`src/hw/rtl/tbw_pkg.sv`:
```
// tbw_pkg: shared constants, state enum and queue status type.
// No dependencies; imported by all tbw modules.
`default_nettype none

package tbw_pkg;

  localparam int NUM_CORNERS = 4;
  localparam int COORDS      = 3;
  localparam int NUM_ROWS    = NUM_CORNERS + 1;   // four corners plus the point
  localparam int WEIGHT_W    = 32;

  localparam logic [WEIGHT_W-1:0] W_MAX = 32'h7FFF_FFFF;
  localparam logic [WEIGHT_W-1:0] W_MIN = 32'h8000_0000;

  localparam logic [2:0] LAST_STEP = 3'd5;        // six products per phase
  localparam logic [2:0] LAST_DET  = 3'd4;        // det 0 = denominator
  localparam logic [4:0] LAST_BIT  = 5'd31;

  typedef enum logic [2:0] {
    S_IDLE,
    S_MUL,
    S_ACC,
    S_DETEND,
    S_DIV,
    S_WEIGHT,
    S_DONE
  } back_state_t;

  typedef struct packed {
    logic full;
    logic empty;
  } q_status_t;

endpackage

`default_nettype wire

```
`src/hw/rtl/tbw_queue.sv`:
```
// tbw_queue: two-entry queue of query snapshots between front and back.
// Depends on tbw_pkg.
`default_nettype none

module tbw_queue import tbw_pkg::*; #(
  parameter int WIDTH = 8
) (
  input  wire logic             clk,
  input  wire logic             rst,
  input  wire logic             push,
  input  wire logic [WIDTH-1:0] push_data,
  input  wire logic             pop,
  output q_status_t             status,
  output logic [WIDTH-1:0]      head
);

  logic [WIDTH-1:0] slots [2];
  logic             wr_ptr;
  logic             rd_ptr;
  logic [1:0]       count;

  assign status.full  = (count == 2'd2);
  assign status.empty = (count == 2'd0);
  assign head         = slots[rd_ptr];

  always_ff @(posedge clk) begin
    if (rst) begin
      wr_ptr <= 1'b0;
      rd_ptr <= 1'b0;
      count  <= 2'd0;
    end else begin
      if (push) wr_ptr <= ~wr_ptr;
      if (pop)  rd_ptr <= ~rd_ptr;
      if (push && !pop)      count <= count + 2'd1;
      else if (pop && !push) count <= count - 2'd1;
    end
  end

  always_ff @(posedge clk) begin
    if (push) slots[wr_ptr] <= push_data;
  end

endmodule

`default_nettype wire

```
`config.mk`:
```
export PLATFORM = sky130hd
export DESIGN_NAME = tbw_queue
export DESIGN_NICKNAME = d
export VERILOG_FILES = /design/src/hw/rtl/tbw_pkg.sv /design/src/hw/rtl/tbw_queue.sv
export SDC_FILE = /design/constraint.sdc
export NUM_CORES = 1
export LEC_CHECK = 0
export BUFFER_PORTS_ARGS = -buffer_cell sky130_fd_sc_hd__buf_2
export CAP_MARGIN = 25
export CORE_ASPECT_RATIO = 0.8
export CORE_MARGIN = 3
export CORE_UTILIZATION = 40
export CTS_BUF_LIST = sky130_fd_sc_hd__clkbuf_8
export CTS_CLUSTER_DIAMETER = 120
export DETAILED_ROUTE_END_ITERATION = 8
export PLACE_DENSITY = 0.68
export SYNTH_ARGS = -nofsm -noshare
export SYNTH_HDL_FRONTEND = slang
export SYNTH_SLANG_ARGS = --single-unit
```
`constraint.sdc`:
```
create_clock -name clk -period 3.1 [get_ports clk]
set_input_delay 0.62 -clock clk [delete_from_list [all_inputs] [get_ports clk]]
set_output_delay 0.62 -clock clk [all_outputs]
set_load 0.05 [all_outputs]
```
# Word level (Yosys, flattened, before mapping)
# Memories as Yosys holds them, arrays and structs flattened. A register that Yosys moved wholly into a read port is not among the register bits.
# Cells that the tools add are included.
# totals
register_bits,4
latch_bits,0
ram_bits,16
rom_bits,0
in_bits,12
output_inout_bits,10
wordCells,21
mem_count,1
# classes
addsub,2
n_mul,0
div_mod_pow,0
order_cmp,0
eq_ne,1
shift,0
muxes,6
n_bitwise,2
n_reduce_logical,6
# mem_list
name,depth,word_bits,rd,rd_clocked_by_memory_dff,wr,line,rtl
slots,2,8,1,1,1,tbw_queue.sv:17,logic [WIDTH-1:0] slots [2];
# op_table
operator,count
$mux W1,4
$mux W2,2
$add A2 B1 Y2 const B,1
$eq A2 B2 Y1 const B,1
$logic_and A1 B1 Y1,2
$logic_not A1 Y1,2
$logic_not A2 Y1,1
$not A1 Y1,2
$reduce_bool A2 Y1,1
$sub A2 B1 Y2 const B,1

# Logic depth before layout (Yosys ltp)
# depth
ltp_word,4
ltp_mapped,5
mapped_depth_nobuf,5

# Least setup slack after synthesis
# OpenSTA, ideal clock, no wires.
# synth_path
path_kind,register to output
start,register count[0]
end,output port status[0] in the netlist's numbering
t_arrival_ps,976
slack_ps,1504
stages_incl_launch_ff,2
path_buffers,0
cell_sequence,dfxtp_1 -> nor2_1
# synth_rtl
item,line,rtl
start: declaration,tbw_queue.sv:20,logic [1:0] count;
start signal: assignment,tbw_queue.sv:34,if (push && !pop) count <= count + 2'd1;
start signal: assignment,tbw_queue.sv:35,else if (pop && !push) count <= count - 2'd1;
end: declaration,tbw_queue.sv:13,"output q_status_t status,"

==> summary.txt <==
Logic synthesis
  • Top cells by area in the synthesized netlist: edfxtp_1 61%, dfxtp_1 13%, mux2_2 12%
  • Net count of the mapped netlist: 60
  • Synth Register Bits: 21
  • Largest area contributor in the netlist: edfxtp_1
  • Yosys warning total: 0
  • Gate Count Post-Synth: 47
  • Top cells by instance count after synthesis: 16 x edfxtp_1, 8 x mux2_2, 5 x dfxtp_1, 5 x nor2_1
  • Async set-reset flop share out of synthesis: 0%
  • Top_reg_cell synth: edfxtp_1
  • Portion of the post-synthesis area used by sequential elements: 74.1%
  • Area fraction of the dominant cell type after synthesis: 61.3%
  • Number of enable flip-flop cells after synthesis: 16
  • Library cell with the highest instance count after synthesis: edfxtp_1
  • Number of distinct library cells after synthesis: 15
  • Synthesized area: 783 sq um
  • Average cell area after synthesis: 16.7 sq um

Placed design
  • Post-DP HPWL: 931 microns
  • Count of input and output buffers: 21
  • Post-placement cell area: 911 sq um
  • Number of placed instances, taps included: 89
  • Global placement routability congestion: 0.652
  • Post-place setup slack: 1.36 ns

Global routing
  • Number of global-route vias before repair: 421
  • Pin count of the biggest net entering global routing: 12
  • Wire length of the first global-routing pass: 2010 microns
  • GRT Total Usage: 11.2%
  • Number of antenna violations at the first check in global routing: 0
  • Total congestion overflow after global routing: 0

Worst setup path
  • Crit-path max FO: 8
  • Startpoint kind of the worst setup timing path: flip-flop
  • Required time reported for the critical path endpoint: 2.48 ns
  • Slowest stage delay, CP: 0.53 ns
  • Worst Path Buf+Inv: 1
  • Capturing element type of the critical path: output pin
  • Critical path, cell by cell: mux2_2, buf_2
  • CP top delay family: flip-flops
  • Crit path kind: flip-flop to output pin
  • Data arrival time at the worst-slack endpoint: 1.39 ns
  • Cell at the slowest stage of the critical path: dfxtp_1

Cells and area
  • Final instance area: 956 sq um
  • Post-layout nets: 85
  • Antenna diode count: 0
  • Share of post-route cells with drive strength above 1: 46.5%
  • Filler cell count in the final layout: 151
  • Non-filler cells in the finished layout: 93
  • Area Growth Syn to Fin: 22.0%
  • Post-Route Utilization: 54.9%

CTS
  • Clock latency on the worst-skew pair: 0.25 ns
  • Total number of clock tree sinks: 21
  • TritonCTS Buffers: 3
  • Maximum number of buffers from clock root to sink: 2
  • Post-CTS setup buffers: 0
  • Post-CTS Hold Buffers: 0
  • Clock tree root driver cell: clkbuf_8
  • Clock Pin Slew Worst Setup and Hold Paths: 0.07 ns
  • CTS tree: built
  • H-tree depth: 1
  • Count of instances resized after the clock tree is built: 0

Floorplan
  • Die area: 2530 sq um
  • Cell Rows: 13
  • Count of pins on the block boundary: 22
  • Initial Utilization: 45.0%
  • Die Width: 55.5 microns
  • Floorplan die height: 45.6 microns
  • Placeable core region: 1740 sq um

Timing
  • Final setup violating endpoints: 0
  • Final Max Slew Viols: 0
  • Setup repair after global routing missed its margin: no
  • Post-layout worst setup margin: 1.09 ns
  • Accumulated negative setup slack: 0 ns
  • Headroom to the max-slew limit: 51.9%
  • Transition time at the pin with the least slew margin: 0.719 ns
  • Fin crit share: 64.7%
  • Worst clock skew: 0.000554 ns
  • Achievable Freq: 499 MHz
  • Period minus WS final: 2.01 ns
  • Hold Fails Final Rpt: 0

Detailed routing
  • Routed vias/inst: 4.73
  • Number of nets with antenna violations after detailed routing: 0
  • Average wire length per cell after detail routing: 13.5 microns
  • Count of unresolved DRC violations after routing: 0
  • Number of DRC markers in iteration 0: 10
  • Via count: 440
  • Total routed wirelength: 1260 microns
  • 1st-pass router iterations: 4

Status
  • Run status: complete, no violations

Flow run
  • MaxCap Viol Count: 0

Power
  • Leak pwr: 0.385 nW
  • Worst IR Drop VDD: 0.395 mV
  • Power per standard cell area: 659 nW/um^2

Hold path
  • Worst min-delay path class: flip-flop to flip-flop
## tightest hold or removal path: stages (launching register included)
cell and delay (ns):
dfxtp_1 0.33, o21ai_0 0.08, a21oi_1 0.06
## final timing paths
check / from / to / slack, ns / cells past startpoint
setup / recovery: flip-flop / head[3] / 1.09 / 2
hold / removal: count[1] / count[1] / 0.52 / 2
setup reg to reg: wr_ptr / slots[0][6] / 1.84 / 1
hold reg to reg: count[1] / count[1] / 0.52 / 2
## cell usage in the layout (no fill, tap or decap), drive strengths merged
cell and instances:
nor2 5, and2b 1, o21ai 1, dfxtp 5, a21oi 1, nor2b 1, edfxtp 16, buf 21
and2 1, xnor2 2, inv 2, clkbuf 3, mux2 8, or3 1, xor2 2, ha 1
## routing by layer
metal  global-route usage (%)  vias to the layer above  wire (microns)
met5                        0                        -               0
li1                         -                      215               -
met1                     13.4                      205             559
met4                     5.83                        0              17
met2                     17.0                       18             591
met3                     5.67                        2              88
## area by class of cell
| type | instances | area (sq um) | area share [%] |
|---|---|---|---|
| tap | 22 | 27.5 | 2.88 |
| clock inverter | 1 | 3.75 | 0.393 |
| multi-input combinational | 24 | 194 | 20.3 |
| timing repair buffer | 21 | 105 | 11.0 |
| sequential | 21 | 581 | 60.7 |
| clock buffer | 3 | 41.3 | 4.32 |
| inverter | 1 | 3.75 | 0.393 |
## sequential cells by signal, indices dropped and copies added (netlist names), named ones only
register,count
count,2
slots,16
wr_ptr,1
rd_ptr,1
## kinds of logic after synthesis
group	count (synthesis)	share of synthesized area, %
AO/OA/AOI/OAI	2	1.28
XOR/XNOR	4	4.47
adder cells (fa/ha/maj)	1	1.60
buffers and inverters	2	1.12
flip-flops	21	74.1
multiplexers	8	11.5
AND/OR/NAND/NOR	9	5.91
## power by group
group	internal (mW)	switching, mW
combinational	0.0388	0.0857
clock	0.0880	0.0800
sequential	0.325	0.0123
total	0.452	0.178
## per-stage QoR
| stage | power, mW | hold WS (ns) |
|---|---|---|
| after global routing | 0.660 | 0.541 |
| after CTS | 0.644 | 0.516 |
| after global placement | 0.467 | 0.490 |
| after detailed placement | 0.470 | 0.504 |
| after floorplan | 0.438 | 0.461 |
| final | 0.630 | 0.516 |
Note: power is estimated with default switching activity, not from simulation.
