[config.mk]
export PLATFORM = sky130hd
export DESIGN_NAME = tbw_back
export DESIGN_NICKNAME = d
export VERILOG_FILES = /design/src/hw/rtl/tbw_pkg.sv /design/src/hw/rtl/tbw_back.sv
export SDC_FILE = /design/constraint.sdc
export NUM_CORES = 2
export LEC_CHECK = 0
export ABC_AREA = 1
export BUFFER_PORTS_ARGS = -buffer_cell sky130_fd_sc_hd__buf_2
export CAP_MARGIN = 20
export CORE_MARGIN = 3
export CORE_UTILIZATION = 40
export CTS_CLUSTER_DIAMETER = 150
export DETAILED_ROUTE_END_ITERATION = 10
export GPL_TIMING_DRIVEN = 0
export PLACE_DENSITY = 0.68
export SLEW_MARGIN = 0
export SYNTH_ARGS = -nofsm -noshare
export SYNTH_HDL_FRONTEND = slang
export SYNTH_SLANG_ARGS = --single-unit
[constraint.sdc]
create_clock -name clk -period 10.8 [get_ports clk]
set_clock_uncertainty 0.15 [all_clocks]
set_input_delay 2.16 -clock clk [delete_from_list [all_inputs] [get_ports clk]]
set_output_delay 2.16 -clock clk [all_outputs]
set_load 0.01 [all_outputs]
[src/hw/rtl/tbw_pkg.sv]
// tbw_pkg: shared constants, state enum and queue status type.
// No dependencies; imported by all tbw modules.
`default_nettype none

package tbw_pkg;

  localparam int NUM_CORNERS = 4;
  localparam int COORDS      = 3;
  localparam int NUM_ROWS    = NUM_CORNERS + 1;   // four corners plus the point
  localparam int WEIGHT_W    = 32;

  localparam logic [WEIGHT_W-1:0] W_MAX = 32'h7FFF_FFFF;
  localparam logic [WEIGHT_W-1:0] W_MIN = 32'h8000_0000;

  localparam logic [2:0] LAST_STEP = 3'd5;        // six products per phase
  localparam logic [2:0] LAST_DET  = 3'd4;        // det 0 = denominator
  localparam logic [4:0] LAST_BIT  = 5'd31;

  typedef enum logic [2:0] {
    S_IDLE,
    S_MUL,
    S_ACC,
    S_DETEND,
    S_DIV,
    S_WEIGHT,
    S_DONE
  } back_state_t;

  typedef struct packed {
    logic full;
    logic empty;
  } q_status_t;

endpackage

`default_nettype wire

[src/hw/rtl/tbw_back.sv]
// tbw_back: determinant engine on one shared multiplier plus bit-serial divider.
// Depends on tbw_pkg.
`default_nettype none

module tbw_back import tbw_pkg::*; #(
  parameter int COORD_WIDTH      = 24,
  parameter int WEIGHT_FRAC_BITS = 24,
  localparam int ENTRY_W = NUM_ROWS * COORDS * COORD_WIDTH
) (
  input  wire logic               clk,
  input  wire logic               rst,
  input  wire q_status_t          q_status,
  input  wire logic [ENTRY_W-1:0] head,
  output logic                    pop,
  output logic                    done,
  output logic [WEIGHT_W-1:0]     weight_0,
  output logic [WEIGHT_W-1:0]     weight_1,
  output logic [WEIGHT_W-1:0]     weight_2,
  output logic [WEIGHT_W-1:0]     weight_3,
  output logic                    degenerate,
  output logic                    saturated
);

  localparam int CW   = COORD_WIDTH;
  localparam int DW   = CW + 1;          // edge vector component
  localparam int BW   = DW + 2;          // second multiplier operand
  localparam int XW   = 2 * DW + 1;      // cross product component
  localparam int PW   = DW + BW;         // product
  localparam int DETW = 3 * DW + 3;      // determinant
  localparam int EW   = DETW + WEIGHT_W; // scaled numerator window

  back_state_t state, state_next;

  logic [ENTRY_W-1:0]      work;
  logic [2:0]              di;
  logic [2:0]              step;
  logic                    phase;        // 0: cross products, 1: dot product
  logic signed [PW-1:0]    preg;
  logic signed [XW-1:0]    cx, cy, cz;
  logic signed [DETW-1:0]  acc;
  logic [DETW-1:0]         dmag;
  logic                    dneg;
  logic [DETW-1:0]         rem;
  logic [WEIGHT_W-1:0]     low, quo;
  logic [4:0]              cnt;
  logic                    qneg, ovf;
  logic [WEIGHT_W-1:0]     w [NUM_CORNERS];
  logic                    deg, sat;

  logic signed [DW-1:0]    row [NUM_CORNERS][COORDS];
  logic signed [DW-1:0]    da [COORDS];
  logic signed [DW-1:0]    db [COORDS];
  logic signed [DW-1:0]    dc [COORDS];
  logic signed [DW-1:0]    opa, asel;
  logic signed [BW-1:0]    opb;
  logic signed [XW-1:0]    xsel;
  logic [DETW-1:0]         mag;
  logic [EW-1:0]           nx;
  logic [DETW-1:0]         nhi;
  logic                    over;
  logic [DETW:0]           trial;
  logic                    ge;
  logic                    wsat;
  logic [WEIGHT_W-1:0]     wval;
  logic [1:0]              widx;

  // rows of the current matrix: det di replaces corner di-1 by the point
  always_comb begin
    logic [CW-1:0] cv;
    cv = '0;
    for (int r = 0; r < NUM_CORNERS; r++) begin
      for (int k = 0; k < COORDS; k++) begin
        if (di == 3'(r + 1)) cv = work[(NUM_CORNERS*COORDS+k)*CW +: CW];
        else                 cv = work[(r*COORDS+k)*CW +: CW];
        row[r][k] = {cv[CW-1], cv};
      end
    end
    for (int k = 0; k < COORDS; k++) begin
      da[k] = row[1][k] - row[0][k];
      db[k] = row[2][k] - row[0][k];
      dc[k] = row[3][k] - row[0][k];
    end
  end

  // operand select; dot step splits each cross component into lo/hi halves
  always_comb begin
    opa = '0;
    opb = '0;
    unique case (step[2:1])
      2'd0:    begin xsel = cx; asel = da[0]; end
      2'd1:    begin xsel = cy; asel = da[1]; end
      default: begin xsel = cz; asel = da[2]; end
    endcase
    if (!phase) begin
      unique case (step)
        3'd0:    begin opa = db[1]; opb = {{2{dc[2][DW-1]}}, dc[2]}; end
        3'd1:    begin opa = db[2]; opb = {{2{dc[1][DW-1]}}, dc[1]}; end
        3'd2:    begin opa = db[2]; opb = {{2{dc[0][DW-1]}}, dc[0]}; end
        3'd3:    begin opa = db[0]; opb = {{2{dc[2][DW-1]}}, dc[2]}; end
        3'd4:    begin opa = db[0]; opb = {{2{dc[1][DW-1]}}, dc[1]}; end
        3'd5:    begin opa = db[1]; opb = {{2{dc[0][DW-1]}}, dc[0]}; end
        default: begin opa = '0;    opb = '0; end
      endcase
    end else begin
      opa = asel;
      opb = step[0] ? {{2{xsel[XW-1]}}, xsel[XW-1:DW+1]} : {1'b0, xsel[DW:0]};
    end
  end

  // magnitude, scaled numerator, overflow test and divider trial compare
  assign mag   = acc[DETW-1] ? DETW'(-acc) : DETW'(acc);
  assign nx    = EW'(mag) << WEIGHT_FRAC_BITS;
  assign nhi   = nx[EW-1:WEIGHT_W];
  assign over  = (nhi >= dmag);
  assign trial = {rem, low[WEIGHT_W-1]};
  assign ge    = (trial >= {1'b0, dmag});

  assign wsat = ovf || (qneg ? (quo > W_MIN) : (quo > W_MAX));
  assign wval = wsat ? (qneg ? W_MIN : W_MAX) : (qneg ? -quo : quo);
  assign widx = 2'(di - 3'd1);

  // next state
  always_comb begin
    state_next = state;
    unique case (state)
      S_IDLE:   if (!q_status.empty) state_next = S_MUL;
      S_MUL:    state_next = S_ACC;
      S_ACC:    state_next = (phase && step == LAST_STEP) ? S_DETEND : S_MUL;
      S_DETEND: begin
        if (di == 3'd0) state_next = (acc == '0) ? S_DONE : S_MUL;
        else            state_next = over ? S_WEIGHT : S_DIV;
      end
      S_DIV:    if (cnt == LAST_BIT) state_next = S_WEIGHT;
      S_WEIGHT: state_next = (di == LAST_DET) ? S_DONE : S_MUL;
      S_DONE:   state_next = S_IDLE;
      default:  state_next = S_IDLE;
    endcase
  end

  // outputs
  always_comb begin
    pop        = (state == S_IDLE) && !q_status.empty;
    done       = (state == S_DONE);
    weight_0   = w[0];
    weight_1   = w[1];
    weight_2   = w[2];
    weight_3   = w[3];
    degenerate = deg;
    saturated  = sat;
  end

  always_ff @(posedge clk) begin
    if (rst) state <= S_IDLE;
    else     state <= state_next;
  end

  always_ff @(posedge clk) begin
    unique case (state)
      S_IDLE: begin
        work  <= head;
        di    <= 3'd0;
        step  <= 3'd0;
        phase <= 1'b0;
        cx    <= '0;
        cy    <= '0;
        cz    <= '0;
        acc   <= '0;
        deg   <= 1'b0;
        sat   <= 1'b0;
      end
      S_MUL: preg <= opa * opb;
      S_ACC: begin
        if (!phase) begin
          unique case (step[2:1])
            2'd0:    cx <= step[0] ? cx - XW'(preg) : cx + XW'(preg);
            2'd1:    cy <= step[0] ? cy - XW'(preg) : cy + XW'(preg);
            default: cz <= step[0] ? cz - XW'(preg) : cz + XW'(preg);
          endcase
        end else begin
          acc <= step[0] ? acc + (DETW'(preg) <<< (DW + 1)) : acc + DETW'(preg);
        end
        if (step == LAST_STEP) begin
          step  <= 3'd0;
          phase <= 1'b1;
        end else begin
          step <= step + 3'd1;
        end
      end
      S_DETEND: begin
        phase <= 1'b0;
        cx    <= '0;
        cy    <= '0;
        cz    <= '0;
        acc   <= '0;
        if (di == 3'd0) begin
          if (acc == '0) begin
            deg <= 1'b1;
            for (int i = 0; i < NUM_CORNERS; i++) w[i] <= '0;
          end else begin
            dmag <= mag;
            dneg <= acc[DETW-1];
            di   <= 3'd1;
          end
        end else begin
          qneg <= acc[DETW-1] ^ dneg;
          ovf  <= over;
          rem  <= nhi;
          low  <= nx[WEIGHT_W-1:0];
          quo  <= '0;
          cnt  <= '0;
        end
      end
      S_DIV: begin
        rem <= ge ? DETW'(trial - {1'b0, dmag}) : trial[DETW-1:0];
        low <= {low[WEIGHT_W-2:0], 1'b0};
        quo <= {quo[WEIGHT_W-2:0], ge};
        cnt <= cnt + 5'd1;
      end
      S_WEIGHT: begin
        w[widx] <= wval;
        if (wsat) sat <= 1'b1;
        di <= di + 3'd1;
      end
      S_DONE: ;
      default: ;
    endcase
  end

endmodule

`default_nettype wire

Word-level counts from Yosys, hierarchy flattened

Memory sizes are Yosys's and may differ from the RTL's.
Index checks and enable logic that the tools add are counted.

$add $sub $neg: 24
Multiply operators: 1
Magnitude comparators: 4
Eq/ne operators: 30
Mux-type cells: 77
Bitwise logic cells: 3
Reductions and logical operators: 36

Operators by type and width:

| kind                                                             | number |
|---|---|
| two-way mux 51 bit                                               | 9 |
| case mux 51 bit (2 select lines)                                 | 4 |
| two-way mux 78 bit                                               | 5 |
| case mux 78 bit (2 select lines)                                 | 2 |
| two-way mux 24 bit                                               | 12 |
| subtractor 24 x 24 -> 25 bit                                     | 9 |
| two-way mux 32 bit                                               | 6 |
| adder 51 bit                                                     | 3 |
| subtractor 51 bit                                                | 3 |
| case mux 32 bit (2 select lines)                                 | 2 |
| case mux 27 bit (3 select lines)                                 | 1 |
| >= comparator 79 x 78 -> 1 bit                                   | 1 |
| adder 78 x 52 -> 78 bit                                          | 1 |
| adder 78 bit                                                     | 1 |
| >= comparator 70 x 78 -> 1 bit                                   | 1 |
| zero test 78 bit                                                 | 1 |
| negator 78 bit                                                   | 1 |
| subtractor 78 bit                                                | 1 |
| case mux 25 bit (3 select lines)                                 | 1 |
| two-way mux 27 bit                                               | 2 |
| multiplier 25 x 27 -> 52 bit                                     | 1 |
| case mux 25 bit (2 select lines)                                 | 1 |
| greater-than comparator 32 x 31 -> 1 bit (second input constant) | 1 |
| greater-than comparator 32 bit (second input constant)           | 1 |
| 34 further kinds                                                 | 105 |

Flip-flop bits (word level): 883
Memory bits (writable): 128
Output and inout bits: 132
Logic and storage cells: 196
Memories: 1

Memories:

| name | words | width | rd ports | clocked after Yosys merged registers in | write ports | line           | RTL |
|---|---|---|---|---|---|---|---|
| w    | 4     | 32    | 4        | 0                                       | 4           | tbw_back.sv:47 | `logic [WEIGHT_W-1:0] w [NUM_CORNERS];` |

Longest topological paths before layout

Depth after elaboration: 6
Gate-level depth with buffers: 54

Worst setup path before layout

No wires, ideal clock.

Path type: flip-flop to flip-flop
Start: reg state[1]
End: reg cnt[0], enable pin
Data arrival time: 9.600 ns
Slack: 0.275 ns
Stages on the path, launching flop included: 6
Clock period less this slack: 10.525 ns
Cell sequence: dfxtp_1 -> clkbuf_1 -> inv_1 -> nor3_2 -> inv_1 -> o21ai_0

Longest elaborated chain between the ends: 3
Elaborated cells between the ends (all ways): 5

RTL lines:

| item                                                                 | line            | RTL |
|---|---|---|
| start: declaration                                                   | tbw_back.sv:32  | `back_state_t state, state_next;` |
| start signal: assignment                                             | tbw_back.sv:154 | `else state <= state_next;` |
| == test 3 x 2 -> 1 bit / == test 3 bit (equally long branches)       | tbw_back.sv:158 | `unique case (state)` |
| != test 2 bit (no line) / nonzero test 2 bit (equally long branches) | --              |  |
| AND reduction 2 bit (no line) (*)                                    | --              |  |
| end signal: assignment                                               | tbw_back.sv:217 | `cnt <= cnt + 5'd1;` |
| end: declaration                                                     | tbw_back.sv:45  | `logic [4:0] cnt;` |

Mark *: on every way between the ends. The rest lies on a longest branch, timed or not.
A chain may end at the register's enable or synchronous reset.

Worst setup path in the final report

Start: reg step[0]
End: reg preg[49], data pin

Longest elaborated chain between the ends: 5
Elaborated cells between the ends (all ways): 18

RTL lines:

| item                                                                                        | line            | RTL |
|---|---|---|
| start: declaration                                                                          | tbw_back.sv:36  | `logic [2:0] step;` |
| start signal: assignment                                                                    | tbw_back.sv:186 | `step <= step + 3'd1;` |
| == test 3 bit (tied with other cells)                                                       | tbw_back.sv:95  | `unique case (step)` |
| OR reduction 2 bit (no line)                                                                | --              |  |
| case mux 25 bit (3 select lines) / case mux 27 bit (3 select lines) (equally long branches) | tbw_back.sv:95  |  |
| two-way mux 25 bit / two-way mux 27 bit (equally long branches)                             | tbw_back.sv:94  | `if (!phase) begin` |
| multiplier 25 x 27 -> 52 bit (*)                                                            | tbw_back.sv:171 | `S_MUL: preg <= opa * opb;` |
| end signal: assignment                                                                      | tbw_back.sv:171 |  |
| end: declaration                                                                            | tbw_back.sv:38  | `logic signed [PW-1:0] preg;` |

Marked as above.

==> impl_summary.txt <==
----------------------------------------------------
[Final layout]
  Utilization after layout ... 46.3%
  Total of fill cells in the finished design ... 27127
  Fraction of final layout cells with drive strength greater than 1 ... 11.3%
  P&R area growth vs syn ... 15.2%
  Number of nets at the end of the flow ... 17004
  Multi-input combinational cell area ... 71100 sq um
  Storage element area ... 29600 sq um
  Post-Layout Cell Count ... 18790

[Clocking]
  Clock insertion delay at the later pin of the skew report ... 950 ps
  H-tree levels ... 3
  CTS tree ... built
  Clock slew seen by the registers of the worst setup and hold paths ... 70 ps
  CTS Buf Count ... 119
  Number of buffers inserted by hold repair at cts ... 0
  Buffer depth of the longest clock path ... 4
  Clock root buffer ... sky130_fd_sc_hd__clkbuf_16
  Sink Count ... 987

[Timing]
  Final Slew Violations ... 0
  Maximum clock frequency ... 93.1 MHz
  Part of the cycle the worst path needs ... 99.5%
  RSZ-0062 raised after global routing ... true
  Min cycle time layout ... 10750 ps
  Final setup slack of the worst path ... 53.2 ps
  Total negative slack for setup checks ... 0 ps
  Worst Max-Slew Pin Slew ... 1360 ps
  Relative slew margins ... 9.14%
  Setup Viol. Count Final ... 0
  Final-report hold violation count ... 0

[Synth]
  Synth unique cells ... 72
  Syn_area_per_cell ... 7.55 sq um
  Dominant cell type by area after synthesis ... sky130_fd_sc_hd__edfxtp_1
  Cell area after technology mapping ... 108000 sq um
  Number of cells produced by synthesis ... 14310
  Fraction of registers with async set or reset after synthesis ... 0%
  Part of the Yosys area used for sequential elements ... 27.4%
  Post-synth top flop ... sky130_fd_sc_hd__edfxtp_1
  Top post-synthesis cells by area ... sky130_fd_sc_hd__edfxtp_1 27%, sky130_fd_sc_hd__fa_1 13%, sky130_fd_sc_hd__nand2_1 9.7%, sky130_fd_sc_hd__ha_1 9.2%, sky130_fd_sc_hd__inv_1 7.8%
  Share of the synthesized area in the top cell type ... 27.4%
  Number of enable-type register cells in the synthesized netlist ... 984
  Yosys warnings ... 0
  FF+latch count, synth ... 987
  Post-Synthesis Net Count ... 16189

[Die]
  Overall die width ... 526 um
  Die Outline Area ... 276000 sq um
  Chip height ... 526 um
  Initial Utilization ... 40.2%
  Count of pins on the block boundary ... 496
  Cell Rows ... 190
  Area of the placeable core ... 268000 sq um

[Placement]
  Count of buffers from port buffering ... 494
  # placed instances ... 18435
  Global placer's final weighted congestion ... 1.08
  Post-placement worst setup slack ... -3490 ps
  Half-perimeter wire length after detailed placement ... 423 mm

[Worst setup path]
  CP startpoint kind ... flop
  Type of the worst setup path ... reg -> reg
  Cell type of the slowest stage on the worst timing path ... sky130_fd_sc_hd__fa_2
  Worst Setup End Kind ... flop
  Required time worst endpoint ... 11230 ps
  Crit path largest cell delay ... 660 ps
  Depth of the most critical reg-to-reg path ... 35
  Maximum fanout along the worst path ... 10
  Signal arrival time at the worst endpoint ... 11180 ps
  Cell seen most often among critical-path stages ... sky130_fd_sc_hd__inv_1

[Routing]
  Final antenna-violating net count ... 0
  Avg Vias per Cell ... 5.79
  Total wirelength of the detailed-routed design ... 505 mm
  Routed via count ... 108766
  DR DRC count ... 0
  Iteration-0 DRC Markers ... 14167
  DR WL/cell ... 26.9 um
  Detailed-routing iteration count for the pre-antenna-repair pass ... 9

[Run status]
  Run status ... complete, no violations

[Hold path]
  Type of the tightest min-delay check ... reg -> reg
  Number of cells traversed by the worst hold path ... 0

[Run]
  Count of max-cap constraint violations ... 0

[GRT]
  Global-route track usage on met3 ... 8.13%
  Remaining global-route overflow ... 0
  M1 GR Usage ... 48.8%
  Antenna violations before repair ... 44
  Via count of the first global-routing pass ... 103016
  Most congested layer reported by global routing ... met2
  Wire length of the first global-routing pass ... 710 mm
  Met2 routing resource usage after global routing ... 52.7%
  Largest net degree at the start of global routing ... 129
  Total global routing track utilization ... 35.2%

----------------------------------------------------
[cells in the final DEF (no fill, tap or decap), types with 79 or more instances in the layout]
master and count:
sky130_fd_sc_hd__o21ai_0 956, sky130_fd_sc_hd__a21o_1 84, sky130_fd_sc_hd__clkbuf_16 120, sky130_fd_sc_hd__buf_2 546, sky130_fd_sc_hd__clkbuf_1 121, sky130_fd_sc_hd__inv_1 2232
sky130_fd_sc_hd__nor3_1 167, sky130_fd_sc_hd__xor2_1 212, sky130_fd_sc_hd__o21a_1 79, sky130_fd_sc_hd__nand3_1 604, sky130_fd_sc_hd__o21ai_1 105, sky130_fd_sc_hd__a31oi_1 79
sky130_fd_sc_hd__nand2_1 2736, sky130_fd_sc_hd__o21bai_1 82, sky130_fd_sc_hd__buf_4 157, sky130_fd_sc_hd__fa_1 697, sky130_fd_sc_hd__a21oi_1 1158, sky130_fd_sc_hd__nand4_1 208
sky130_fd_sc_hd__edfxtp_1 984, sky130_fd_sc_hd__nor2_1 1729, sky130_fd_sc_hd__xnor2_1 109, sky130_fd_sc_hd__ha_1 739
[cell usage after synthesis, drive strengths merged, types with 3 or more instances]
master and number:
and2 3, nor2 1784, clkinv 8, o221ai 32
o21a 79, a21oi 1279, a21o 85, edfxtp 984
o21bai 85, o211ai 69, nor4 75, buf 118
o31ai 27, nand4 210, or2 56, o2111ai 11
a41oi 3, a21boi 44, a311oi 4, nor3b 3
nand3b 41, nand3 653, nand2 2844, a31oi 83
o311ai 17, a31o 5, o21ai 1127, and3 9
o22ai 28, a2111oi 3, a211oi 12, xor2 216
clkbuf 186, fa 719, nor3 180, o221a 3
xnor2 114, inv 2290, dfxtp 3, a221oi 10
ha 796
[flip-flops by register name, indices dropped and copies added, names as in the netlist, 5 cells and up]
register	count
acc	78
cnt	5
cx	51
cy	51
cz	51
dmag	78
low	8
preg	52
quo	32
rem	78
w	128
work	360
[worst paths after layout]
| check | startpoint | to | slack [ps] |
|---|---|---|---|
| setup reg to reg | step[0] | preg[49] | 50 |
| hold reg to reg | acc[77] | dneg | 330 |
| hold / removal | acc[77] | dneg | 330 |
| setup / recovery | step[0] | preg[49] | 50 |
[per-stage QoR]
step | cell area [sq um] | hold slack (ps)
after detailed placement | 116000 | 309
after global placement | 115000 | 310
final | 124000 | 332
after global routing | 124000 | 355
after floorplan | 108000 | 274
after CTS | 122000 | 324
[routing by layer]
metal | wire length [um] | vias up
met5 | 510 | -
met4 | 25200 | 20
met3 | 58600 | 1020
met2 | 213000 | 6064
met1 | 208000 | 52478
li1 | - | 49184
[layout make-up]
cell class              instances  area share [%]
diodes                         16          0.0322
clock inverters                89           0.775
repair inverters                1         0.00402
clock buffers                 129            2.42
well taps                    3552            3.57
multi-input cells           10722            57.2
plain buffers                 300            1.49
inverters                    2298            7.04
flip-flops and latches        987            23.8
repair buffers                696            3.70
[repair_timing]
item	CTS	global route
cloned	1	2
gates resized for setup	528	436
pin swaps	53	86
buffers inserted	59	60
endpoints found under the setup margin	45	33
[cells by family after synthesis]
| group | count (synthesis) | share of synthesized area (%) |
|---|---|---|
| and+or+nand+nor | 5860 | 22.6 |
| AOI/OAI and AO/OA | 3016 | 15.5 |
| buffers and inverters | 2602 | 9.27 |
| adders and majority gates | 1515 | 22.6 |
| DFF | 987 | 27.4 |
| xor gates and xnor gates | 330 | 2.68 |
[worst max-delay path: cells and delay by family (launching register included)]
kind            cells  cell delay [ps]
xor+xnor            1               80
buf+inv            13             2510
simple gates        7             1220
fa+ha+maj           9             4500
compound gates      5             1410
flops               1              540
Power is not shown: default switching activity piles up to over one toggle a cycle in this logic, so the estimate is an artifact.
