==> config.mk <==
export PLATFORM = sky130hd
export DESIGN_NAME = tbw_front
export DESIGN_NICKNAME = d
export VERILOG_FILES = /design/src/hw/rtl/tbw_pkg.sv /design/src/hw/rtl/tbw_front.sv
export SDC_FILE = /design/constraint.sdc
export NUM_CORES = 1
export LEC_CHECK = 0
export ABC_AREA = 1
export BUFFER_PORTS_ARGS = -buffer_cell sky130_fd_sc_hd__buf_2
export CAP_MARGIN = 10
export CORE_AREA = 3 3 168 170
export DETAILED_ROUTE_END_ITERATION = 16
export DIE_AREA = 0 0 171 173
export PLACE_DENSITY = 0.68
export SLEW_MARGIN = 20
export SYNTH_ARGS = -nofsm -noshare
export SYNTH_HDL_FRONTEND = slang
export SYNTH_SLANG_ARGS = --single-unit
==> constraint.sdc <==
create_clock -name clk -period 5.1 [get_ports clk]
set_input_delay 0.765 -clock clk [delete_from_list [all_inputs] [get_ports clk]]
set_output_delay 0.765 -clock clk [all_outputs]
set_load 0.03 [all_outputs]
==> src/hw/rtl/tbw_pkg.sv <==
// tbw_pkg: shared constants, state enum and queue status type.
// No dependencies; imported by all tbw modules.
`default_nettype none

package tbw_pkg;

  localparam int NUM_CORNERS = 4;
  localparam int COORDS      = 3;
  localparam int NUM_ROWS    = NUM_CORNERS + 1;   // four corners plus the point
  localparam int WEIGHT_W    = 32;

  localparam logic [WEIGHT_W-1:0] W_MAX = 32'h7FFF_FFFF;
  localparam logic [WEIGHT_W-1:0] W_MIN = 32'h8000_0000;

  localparam logic [2:0] LAST_STEP = 3'd5;        // six products per phase
  localparam logic [2:0] LAST_DET  = 3'd4;        // det 0 = denominator
  localparam logic [4:0] LAST_BIT  = 5'd31;

  typedef enum logic [2:0] {
    S_IDLE,
    S_MUL,
    S_ACC,
    S_DETEND,
    S_DIV,
    S_WEIGHT,
    S_DONE
  } back_state_t;

  typedef struct packed {
    logic full;
    logic empty;
  } q_status_t;

endpackage

`default_nettype wire

==> src/hw/rtl/tbw_front.sv <==
// tbw_front: accepts words, keeps the corner store, pushes queries with a snapshot.
// Depends on tbw_pkg.
`default_nettype none

module tbw_front import tbw_pkg::*; #(
  parameter int COORD_WIDTH = 24,
  localparam int ENTRY_W = NUM_ROWS * COORDS * COORD_WIDTH
) (
  input  wire logic                   clk,
  input  wire logic                   rst,
  input  wire logic                   start,
  input  wire logic [COORD_WIDTH-1:0] coord_x,
  input  wire logic [COORD_WIDTH-1:0] coord_y,
  input  wire logic [COORD_WIDTH-1:0] coord_z,
  input  wire logic [1:0]             vertex_slot,
  input  wire logic                   is_query,
  input  wire q_status_t              q_status,
  output logic                        busy,
  output logic                        push,
  output logic [ENTRY_W-1:0]          push_data
);

  logic [COORD_WIDTH-1:0] store [NUM_CORNERS][COORDS];
  logic                   accept;

  assign busy   = q_status.full;
  assign accept = start && !busy;
  assign push   = accept && is_query;

  always_ff @(posedge clk) begin
    if (rst) begin
      for (int r = 0; r < NUM_CORNERS; r++) begin
        for (int k = 0; k < COORDS; k++) begin
          store[r][k] <= '0;
        end
      end
    end else if (accept && !is_query) begin
      store[vertex_slot][0] <= coord_x;
      store[vertex_slot][1] <= coord_y;
      store[vertex_slot][2] <= coord_z;
    end
  end

  // entry layout: corners 0..3 then the point, x/y/z each
  always_comb begin
    for (int r = 0; r < NUM_CORNERS; r++) begin
      for (int k = 0; k < COORDS; k++) begin
        push_data[(r*COORDS+k)*COORD_WIDTH +: COORD_WIDTH] = store[r][k];
      end
    end
    push_data[(NUM_CORNERS*COORDS+0)*COORD_WIDTH +: COORD_WIDTH] = coord_x;
    push_data[(NUM_CORNERS*COORDS+1)*COORD_WIDTH +: COORD_WIDTH] = coord_y;
    push_data[(NUM_CORNERS*COORDS+2)*COORD_WIDTH +: COORD_WIDTH] = coord_z;
  end

endmodule

`default_nettype wire

---- After elaboration in Yosys (flattened, before gate mapping) ----
Memories as Yosys holds them, arrays and structs flattened.
Cells that the tools add are included.
word-level totals
  flip-flop bits (word level) ............. 0
  latch bits .............................. 0
  bits in writable memories ............... 288
  memory bits (read-only) ................. 0
  output and inout port bits .............. 362
  memories ................................ 1
memories
  name   words  bits a word  read ports  clocked after Yosys merged registers in  write ports  RTL line         source
  store  4      72           4           0                                        4            tbw_front.sv:23  logic [COORD_WIDTH-1:0] store [NUM_CORNERS][COORDS];
cells by class
  add/subtract/negate cells ............... 0
  multiply operators ...................... 0
  divide/modulo/power cells ............... 0
  order comparisons ....................... 0
  equality and inequality tests ........... 0
  shift operators ......................... 0
  mux-type cells .......................... 8
  bitwise logic cells ..................... 0
  reduce and logical (&&, ||, !) cells .... 6
operators by type and width
  operator             number
  2-to-1 mux 72 bit    1
  OR reduction 72 bit  1
  2-to-1 mux 1 bit     6
  logical AND 1 bit    3
  zero test 1 bit      2
  2-to-1 mux 2 bit     1

---- Logic depth before layout (Yosys ltp) ----
Gate-level depths: netlist of the first run.
  word-level depth ........................ 8
  mapped depth ............................ 5
  gate-level depth less buffers ........... 4

---- Least setup slack after synthesis of the first run ----
OpenSTA, ideal clock, no wires.
  kind .................................... in2reg
  start point ............................. input start
  end point ............................... memory store[0][0] (netlist name) (enable)
  setup time .............................. 0.432 ns
  data arrival time ....................... 3.070 ns
  required time ........................... 4.668 ns
  slack ................................... 1.598 ns
  cell stages on the path ................. 5
  cells stage by stage .................... inv_1 -> nor2_2 -> nand3_4 -> buf_6 -> nand2_1
RTL lines
  item         RTL line         source
  from (decl)  tbw_front.sv:11  input wire logic start,
  to (decl)    tbw_front.sv:23

==> metrics.yaml, run 1 <==
outcome: "finished clean"
synthFlopType: "sky130_fd_sc_hd__edfxtp_1"
cts-hold-fix-buffers: 0
worst_slew_pin_slew_ns: 1.02
place_congestion: 0.798
synthMostInstantiatedCell: "sky130_fd_sc_hd__edfxtp_1"
relSlewSlack_pct: 32.0
yosysTopAreaCell: "sky130_fd_sc_hd__edfxtp_1"
n_antenna_cell: 0
flow.area_growth_from_synthesis_pct: 25.0
synth_seq_area_share_pct: 78.4
timing.critical_path.required_ns: 5.27
die_area_um2: 29600
post_synth_most_frequent_cells: "sky130_fd_sc_hd__edfxtp_1, sky130_fd_sc_hd__nor2_1, sky130_fd_sc_hd__inv_1"
place.detailed.hpwl_um: 18500
drt_pre_antenna_iters: 5
yosys_register_bits: 288
fp.dieW_um: 171
ctsHtreeMaxLevel: 1
route.vias.total: 7091
setup_total_negative_slack_ns: 0
post-route-min-period_ns: 2.32
die_y_um: 173
cts.path.max_buffers: 3
setup_cp_type: "in2reg"
max_freq_mhz: 431
syn-cell-area_um2: 11000
clk_pin_slew_worst_paths_ns: 0.06
synth-async-reset-ratio_pct: 0
num_io_pins: 442
overflow: 0
grt_util_met2_pct: 33.9
post-synth-top-area-fraction_pct: 78.4
synthesis.nets: 849
design_area_um2: 13800
final_antenna_net_count: 0
period_share_pct: 45.5
vias_per_cell: 4.71
grt_use_total_pct: 18.7
core_area_um2: 26900
hold_class: "in2reg"
grt_pass1_vias: 7340
critPathCaptureType: "register"
vdd_ir_drop_max_v: 0.000291
ys_warns: 0
timing.critical_path.fanout_max: 37
cap_viol_max_count: 0
finalMaxSlewViolations: 0
syn_avg_cell_area_um2: 14.3
cts.sink_count: 288
global_route_wire_length_before_repair_um: 42600
critical_path_arrival_ns: 2.49
rows: 60
io_buffer_count: 440
tritoncts.num_buffers: 29
post_cts_setup_buffer_count: 0
most_flops_register: "store"
cts_repair_resize_count: 0
cts_root_buf: "sky130_fd_sc_hd__clkbuf_16"
largest_register_ffs: 288
power.leakage_nw: 6.05
number_of_antenna_violations_at_the_first_check_in_global_routing: 0
worstSetupStartpointType: "input pin"
nNetsFinal: 1226
gr-max-usage-layer: "met2"
use_met3_pct: 3.86
start_util_pct: 41.1
global_route_met1_utilization_pct: 21.2
grt_setup_unrepaired: "false"
syn_inst: 769
dpl_cell_area_um2: 12900
ys_types: 10
reg.largest.list: "store (288)"
cts_tree: "yes"
synth.area.top_cells: "sky130_fd_sc_hd__edfxtp_1, sky130_fd_sc_hd__nor2_1, sky130_fd_sc_hd__buf_4"
final_hold_viol_count: 0
routed_wire_length_per_instance_um: 19.2
final_wl_um: 28900
drc_violations_left: 0
first_iter_violations: 542
setup_viol_count_final: 0
synth-edff-count: 288
powerDensity_nw_per_um2: 398
largest_net_degree_at_the_start_of_global_routing: 73
post_route_cells_drive_above_1_share_pct: 43.0
routing by layer:
layer  up-vias  routed length [um]
met5         -                   0
met4         0                1130
met3        73                2110
met2       344               14900
met1      3457               10800
li1       3217                   -
final timing paths:
kind	start	end	slack (ns)	cells after the start
worst max-delay path	is_query	store[2][48]	2.78	5
worst min-delay path	coord_y[0]	store[1][24]	0.58	3
final cells by class:
type | instances | area (um^2)
fillers | 2334 | 13100
flip-flops and latches | 288 | 8650
repair buffers | 447 | 2270
multi-input cells | 303 | 1280
clock buffers | 37 | 756
well taps | 341 | 427
inverters | 77 | 289
clock inverters | 12 | 129
critical path: stages:
cell                      delay [ns]
sky130_fd_sc_hd__buf_2          0.12
sky130_fd_sc_hd__nor2_2         0.36
sky130_fd_sc_hd__nand3_4        0.12
sky130_fd_sc_hd__nand2_4        0.49
sky130_fd_sc_hd__buf_4          0.57
stage by stage:
stage	util, %	instances	power, mW	hold slack, ns	worst slack, ns
2_1_floorplan	-	769	3.31	1.01	1.60
3_3_place_gp	48.0	1456	3.52	1.12	2.22
3_5_place_dp	48.0	1456	3.53	1.12	2.19
4_1_cts	51.3	1505	5.54	0.548	2.77
5_1_grt	51.3	1505	5.66	0.582	2.67
6_report	51.3	1505	5.49	0.584	2.78
power by group:
part	internal, mW	total (mW)	switching [mW]
Combinational	0.146	0.695	0.549
Clock	1.18	2.02	0.834
Sequential	2.74	2.77	0.0355
Total	4.07	5.49	1.42
logic make-up after synthesis:
family	after synthesis	synth area share, %
AND/OR/NAND/NOR	303	11.2
flip-flops	288	78.4
buffers and inverters	178	10.4
cell usage in the layout, fill, tap and decap left out, types with 2 or more instances in the layout:
| cell | netlist | layout |
|---|---|---|
| sky130_fd_sc_hd__buf_2 | 0 | 440 |
| sky130_fd_sc_hd__edfxtp_1 | 288 | 288 |
| sky130_fd_sc_hd__nor2_1 | 280 | 280 |
| sky130_fd_sc_hd__inv_1 | 77 | 77 |
| sky130_fd_sc_hd__clkbuf_16 | 0 | 29 |
| sky130_fd_sc_hd__nor2_2 | 12 | 12 |
| sky130_fd_sc_hd__clkbuf_1 | 0 | 8 |
| sky130_fd_sc_hd__clkinv_1 | 0 | 8 |
| sky130_fd_sc_hd__buf_4 | 73 | 6 |
| sky130_fd_sc_hd__nand3_4 | 4 | 4 |
| sky130_fd_sc_hd__bufinv_16 | 0 | 3 |
| sky130_fd_sc_hd__nand2_8 | 0 | 2 |
| sky130_fd_sc_hd__nand2_4 | 0 | 2 |
(Power assumes the default switching activity.)
==> run 2: changes to the inputs <==
--- a/config.mk
+++ b/config.mk
@@ -5,13 +5,13 @@
 export SDC_FILE = /design/constraint.sdc
 export NUM_CORES = 1
 export LEC_CHECK = 0
-export ABC_AREA = 1
+export ABC_AREA = 0
 export BUFFER_PORTS_ARGS = -buffer_cell sky130_fd_sc_hd__buf_2
 export CAP_MARGIN = 10
-export CORE_AREA = 3 3 168 170
+export CORE_AREA = 3 3 173 175
 export DETAILED_ROUTE_END_ITERATION = 16
-export DIE_AREA = 0 0 171 173
-export PLACE_DENSITY = 0.68
+export DIE_AREA = 0 0 176 178
+export PLACE_DENSITY = 0.72
 export SLEW_MARGIN = 20
 export SYNTH_ARGS = -nofsm -noshare
 export SYNTH_HDL_FRONTEND = slang
==> constraint.sdc (replaced) <==
create_clock -name clk -period 2.43 [get_ports clk]
set_input_delay 0.3645 -clock clk [delete_from_list [all_inputs] [get_ports clk]]
set_output_delay 0.3645 -clock clk [all_outputs]
set_load 0.03 [all_outputs]
==> run 2 against run 1 <==
Clock-buffer cell count up 4. Via count up 10%. First-iteration DRC count down 11%. Die area up 5.9%. Wire length up 12%. Non-clock buffer count up 18. Critical path type is now reg2out.
==> metrics.yaml, run 2 <==
cts_repair_resize_count: 0  # unchanged
synthesis.nets: 875  # +3.1%
finalMaxSlewViolations: 0  # unchanged
timing.critical_path.fanout_max: 1  # -97%
critical-path-top-delay-family: "flip-flops"
route.vias.total: 7801  # +10%
routed_wire_length_per_instance_um: 20.8  # +8.2%
setup_ws_ns: 0.802  # -1.98 ns
vdd_ir_drop_max_v: 0.000581  # +100%
flow.area_growth_from_synthesis_pct: 23.5
synth-edff-count: 288  # unchanged
vias_per_cell: 5.00  # +6.1%
ys_warns: 0  # unchanged
start_util_pct: 44.9  # +3.8 points
final_hold_viol_count: 0  # unchanged
drt_pre_antenna_iters: 4  # -1
critPathSlowestCell: "sky130_fd_sc_hd__edfxtp_1"
global_route_wire_length_before_repair_um: 47000  # +10%
grt_use_total_pct: 19.6  # +0.93 points
hold_class: "in2reg"
synthMostInstantiatedCell: "sky130_fd_sc_hd__edfxtp_1"
core_area_um2: 28600  # +6.5%
synth_seq_area_share_pct: 67.3  # -11 points
worstSetupStartpointType: "register"
clk_pin_slew_worst_paths_ns: 0.06  # about the same
critical_path_arrival_ns: 1.26  # -1.23 ns
largest_register_ffs: 288  # unchanged
synthFlopType: "sky130_fd_sc_hd__edfxtp_1"
nNetsFinal: 1235  # +0.73%
setup_viol_count_final: 0  # unchanged
design_area_um2: 15900  # +15%
timing.hold.worst_path_depth: 3  # unchanged
num_io_pins: 442  # unchanged
post-route-min-period_ns: 1.63
post_cts_setup_buffer_count: 0  # unchanged
ctsHtreeMaxLevel: 1  # unchanged
place_congestion: 0.798  # about the same
synth-async-reset-ratio_pct: 0  # unchanged
place.detailed.hpwl_um: 21000  # +13%
post_synth_most_frequent_cells: "sky130_fd_sc_hd__edfxtp_1, sky130_fd_sc_hd__nor3_2, sky130_fd_sc_hd__buf_4"
number_of_antenna_violations_at_the_first_check_in_global_routing: 1  # +1
yosysTopAreaCell: "sky130_fd_sc_hd__edfxtp_1"
overflow: 0  # unchanged
timing.critical_path.required_ns: 2.07  # -3.20 ns
drc_violations_left: 0  # unchanged
fp.dieW_um: 176  # +2.9%
cap_viol_max_count: 0  # unchanged
hold_start: "coord_y[1]"
finalCoreUtilization_pct: 55.4  # +4.1 points
hold_end: "store[3][25]"
power.leakage_nw: 5.75  # -4.9%
die_y_um: 178  # +2.9%
final_common_cell: "sky130_fd_sc_hd__buf_2"
rows: 62  # +3.3%
ys_types: 16  # +6
outcome: "finished clean"
grt_setup_unrepaired: "false"
yosys_register_bits: 288  # unchanged
multi_input_area_um2: 2970  # +130%
cp_num_cells: 1  # -4
cts-hold-fix-buffers: 0  # unchanged
powerDensity_nw_per_um2: 758  # +90%
cts_tree: "yes"
largest_net_degree_at_the_start_of_global_routing: 73  # unchanged
synth.area.top_cells: "sky130_fd_sc_hd__edfxtp_1, sky130_fd_sc_hd__nor3_2, sky130_fd_sc_hd__buf_4"
stdcell_count: 1561  # +3.7%
critical_path.cell_chain: "buf_2"
tritoncts.num_buffers: 30  # +3.4%
syn-cell-area_um2: 12800  # +16%
placedCellCount: 1507  # +3.5%
first_iter_violations: 482  # -11%
power_mw: 12.0  # +120%
cts.path.max_buffers: 3  # unchanged
cts_root_buf: "sky130_fd_sc_hd__clkbuf_16"
io_buffer_count: 440  # unchanged
setup_total_negative_slack_ns: 0  # unchanged
period_share_pct: 67.0
relSlewSlack_pct: 48.1  # +16 points
most_flops_register: "store"
reg.largest.list: "store (288)"
setup_cp_type: "reg2out"
filler_cell_count: 2342  # +0.34%
final_antenna_net_count: 0  # unchanged
syn_avg_cell_area_um2: 16.2  # +13%
grt_pass1_vias: 7856  # +7.0%
place_ws_ns: 0.271  # -1.92 ns
syn_inst: 795  # +3.4%
dpl_cell_area_um2: 14900  # +16%
max_freq_mhz: 614
sequential_cell_area_um2: 8650  # unchanged
cp_slowest_stage_delay_ns: 0.49  # -0.08 ns
cts.sink_count: 288  # unchanged
worst_slew_pin_slew_ns: 0.778  # -0.242 ns
layout.cells.most_common_list: "sky130_fd_sc_hd__buf_2, sky130_fd_sc_hd__edfxtp_1, sky130_fd_sc_hd__nor3_2, sky130_fd_sc_hd__inv_1, sky130_fd_sc_hd__clkbuf_16"
critPathCaptureType: "primary output"
crit_buf_inv: 1  # -1
post_route_cells_drive_above_1_share_pct: 67.0  # +24 points
die_area_um2: 31300  # +5.9%
post-synth-top-area-fraction_pct: 67.3  # -11 points
timing.hold.ws_ns: 0.286  # -0.298 ns
final_wl_um: 32500  # +12%
## run 2: changes by cell type in the layout (fill, tap and decap cells not counted), moves of 3 or more
cell / delta
sky130_fd_sc_hd__nor2_1: -280
sky130_fd_sc_hd__nor3_2: +276
sky130_fd_sc_hd__buf_12: +12
sky130_fd_sc_hd__nor2_2: -12
sky130_fd_sc_hd__nor3_1: +12
sky130_fd_sc_hd__buf_4: +6
sky130_fd_sc_hd__inv_1: -5
sky130_fd_sc_hd__nand3_4: -4
sky130_fd_sc_hd__o21bai_4: +4
sky130_fd_sc_hd__clkinv_1: -3
## run 2: layout make-up
class	count	share of cell area, %
flip-flops and latches	288	54.5
clock buffers	41	5.12
repair buffers	465	16.1
inverters	72	1.70
multi-input cells	298	18.7
well taps	384	3.03
diodes	1	0.0158
clock inverters	12	0.859
## run 2: kinds of logic (layout without fill, tap and decap cells)
family	count (synthesis)	after routing	synth area share (%)
AOI/OAI and AO/OA	4	4	0.234
buffers and inverters	209	590	10.2
DFF	288	288	67.3
other	0	1	0
and+or+nand+nor	294	294	22.3
## run 2: worst max path at each step
stage / start / to / slack, ns
after global placement: rst / store[1][71] / 0.30
after floorplan: is_query / store[1][0] / -0.40
after detailed placement: rst / store[0][32] / 0.27
final: store[1][71] / push_data[95] / 0.80
after global routing: rst / store[0][51] / 0.73
after CTS: store[1][71] / push_data[95] / 0.77
## run 2: metal layers
layer / vias up / part of all wire [%] / global-route usage (%)
li1: 3521 / - / -
met1: 3842 / 39 / 24.0
met2: 367 / 50 / 33.9
met3: 71 / 7.3 / 4.45
met4: 0 / 3.7 / 7.89
met5: - / 0 / 0
## run 2: power by group
| part | switching [mW] | total [mW] | internal, mW |
|---|---|---|---|
| logic | 1.37 | 1.74 | 0.372 |
| registers | 0.0788 | 5.82 | 5.74 |
| clock network | 1.82 | 4.46 | 2.64 |
## run 2: tightest hold or removal path: stages
cell	delay [ns]
sky130_fd_sc_hd__buf_2	0.08
sky130_fd_sc_hd__inv_1	0.09
sky130_fd_sc_hd__nor3_2	0.17
==> run 3: changes to the inputs <==
--- a/config.mk
+++ b/config.mk
@@ -8,10 +8,10 @@
 export ABC_AREA = 0
 export BUFFER_PORTS_ARGS = -buffer_cell sky130_fd_sc_hd__buf_2
 export CAP_MARGIN = 10
-export CORE_AREA = 3 3 173 175
+export CORE_MARGIN = 3
+export CORE_UTILIZATION = 46
 export DETAILED_ROUTE_END_ITERATION = 16
-export DIE_AREA = 0 0 176 178
-export PLACE_DENSITY = 0.72
+export PLACE_DENSITY = 0.76
 export SLEW_MARGIN = 20
 export SYNTH_ARGS = -nofsm -noshare
 export SYNTH_HDL_FRONTEND = slang
==> constraint.sdc (replaced) <==
create_clock -name clk -period 1.4 [get_ports clk]
set_input_delay 0.21 -clock clk [delete_from_list [all_inputs] [get_ports clk]]
set_output_delay 0.21 -clock clk [all_outputs]
set_load 0.03 [all_outputs]
==> run 3 against run 2 <==
Global-route usage grew 1.8 points. Non-clock buffer count up 33. Hold slack worse by 0.16 ns. Total power is 70% higher. Sequential share of layout area shrank 1.0 points. Core utilization increased by 4.1 points. Via count increased by 2.7%. Flip-flop and latch count stayed put. Cell count increased by 1.1%. Largest power group unchanged.
==> metrics.yaml, run 3 (synthesis gave the netlist of run 2 again) <==
outcome: "finished clean"
p_sw_share_pct: 27.8  # +0.67 points
start_util_pct: 47.3  # +2.4 points
setup_cp_type: "reg2out"
post_route_cells_drive_above_1_share_pct: 67.9  # +0.90 points
final_common_cell: "sky130_fd_sc_hd__buf_2"
crit_buf_inv: 1  # unchanged
rows: 60  # -3.2%
place.detailed.hpwl_um: 23300  # +11%
reg.largest.list: "store (288)"
cap_viol_max_count: 0  # unchanged
io_buffer_count: 440  # unchanged
critPathSlowestCell: "sky130_fd_sc_hd__edfxtp_1"
cp_slowest_stage_delay_ns: 0.44  # -0.05 ns
layout.cells.most_common_list: "sky130_fd_sc_hd__buf_2, sky130_fd_sc_hd__edfxtp_1, sky130_fd_sc_hd__nor3_2, sky130_fd_sc_hd__inv_1, sky130_fd_sc_hd__buf_4"
seq_power_share_pct: 49.8  # +1.4 points
drc_violations_left: 0  # unchanged
largest_register_ffs: 288  # unchanged
place_congestion: 0.804  # +0.73%
internal_portion_of_total_power_mw: 14.7  # +68%
grt_setup_unrepaired: "true"
timing.critical_path.fanout_max: 1  # unchanged
placedCellCount: 1528  # +1.4%
power.leakage_nw: 5.94  # +3.3%
relSlewSlack_pct: 66.8  # +19 points
cts_tree: "yes"
nNetsFinal: 1268  # +2.7%
clk_pin_slew_worst_paths_ns: 0.06  # about the same
first_iter_violations: 520  # +7.9%
number_of_antenna_violations_at_the_first_check_in_global_routing: 2  # +1
ctsHtreeMaxLevel: 1  # unchanged
timing.critical_path.required_ns: 1.19  # -0.88 ns
clkPwrFrac_pct: 34.9  # -2.2 points
filler_cell_count: 2113  # -9.8%
grt_use_total_pct: 21.4  # +1.8 points
largest_net_degree_at_the_start_of_global_routing: 62  # -15%
finalMaxSlewViolations: 0  # unchanged
vdd_ir_drop_max_v: 0.000829  # +43%
critical_path_arrival_ns: 1.17  # -0.09 ns
routed_wire_length_per_instance_um: 21.1  # +1.5%
period_share_pct: 98.6
setup_viol_count_final: 0  # unchanged
post-route-min-period_ns: 1.38
global_route_wire_length_before_repair_um: 50200  # +6.9%
design_area_um2: 16200  # +1.9%
hold_class: "in2reg"
critical_path.cell_chain: "buf_6"
route.vias.total: 8012  # +2.7%
max_freq_mhz: 724
cts.path.max_buffers: 3  # unchanged
critPathCaptureType: "primary output"
final_hold_viol_count: 0  # unchanged
worstSetupStartpointType: "register"
final_wl_um: 33300  # +2.6%
flow.area_growth_from_synthesis_pct: 25.9
drt_pre_antenna_iters: 4  # unchanged
overflow: 0  # unchanged
most_flops_register: "store"
core_area_um2: 27200  # -5.1%
critical-path-top-delay-family: "flip-flops"
grt_pass1_vias: 8268  # +5.2%
die_y_um: 173  # -2.7%
stdcell_count: 1578  # +1.1%
cts.sink_count: 288  # unchanged
powerDensity_nw_per_um2: 1260  # +66%
final_antenna_net_count: 0  # unchanged
cts_root_buf: "sky130_fd_sc_hd__clkbuf_16"
timing.hold.ws_ns: 0.130  # -0.156 ns
num_io_pins: 442  # unchanged
tritoncts.num_buffers: 30  # unchanged
n_antenna_cell: 0  # -1
die_area_um2: 30000  # -4.3%
p_sw_mw: 5.68  # +74%
dpl_cell_area_um2: 15300  # +2.4%
p_comb_share_pct: 15.3  # +0.8 points
post_cts_setup_buffer_count: 0  # unchanged
place_ws_ns: -0.472  # -0.743 ns
setup_ws_ns: 0.0195  # -0.782 ns
fp.dieW_um: 173  # -1.6%
worst_slew_pin_slew_ns: 0.498  # -0.280 ns
vias_per_cell: 5.08  # +1.6%
[run 3: changes by cell type in the layout (fill, tap and decap cells not counted), sizes merged]
| cell | before | now |
|---|---|---|
| buf | 465 | 498 |
| bufinv | 3 | 0 |
| diode | 1 | 0 |
| clkinvlp | 0 | 1 |
| clkbuf | 41 | 40 |
[run 3: layer usage]
metal,track usage (%),routed length [um]
met1,26.4,12800
met2,38.6,17600
met3,4.13,2070
met4,5.91,829
met5,0,0
[run 3: power groups by stage]
stage | Clock, mW | Sequential (mW) | Combinational (mW)
after CTS | 7.23 | 10.2 | 3.13
final | 7.12 | 10.2 | 3.11
after global routing | 7.54 | 10.2 | 3.25
after floorplan | 0 | 11.4 | 1.08
after detailed placement | 0 | 10.3 | 3.12
after global placement | 0 | 10.3 | 3.09
[run 3: area by class of cell]
type	count	area [um^2]	area share, %
clock buffers	40	810	5.01
clock inverters	10	46.3	0.286
inverters	72	270	1.67
multi-input cells	298	2970	18.4
flip-flops and latches	288	8650	53.5
well taps	372	465	2.88
repair buffers	498	2960	18.3
[run 3: metrics by stage]
stage	utilization (%)	power (mW)	setup TNS, ns
2_1_floorplan	-	12.4	-377.93
3_3_place_gp	56.2	13.4	-220.10
3_5_place_dp	56.2	13.5	-226.87
4_1_cts	59.4	20.5	-0.0203
5_1_grt	59.5	21.0	-0.00717
6_report	59.5	20.4	0
[run 3: path summary, 6_finish.rpt]
check,slack (ns),startpoint,endpoint,depth (start not counted)
max,0.02,store[2][68],push_data[164],1
min,0.13,coord_y[11],store[2][35],3
[run 3: what timing repair did]
action / in CTS / in global routing
hold buffers: 0 / 0
gates resized for setup: 5 / 13
setup endpoints to repair: 3 / 6
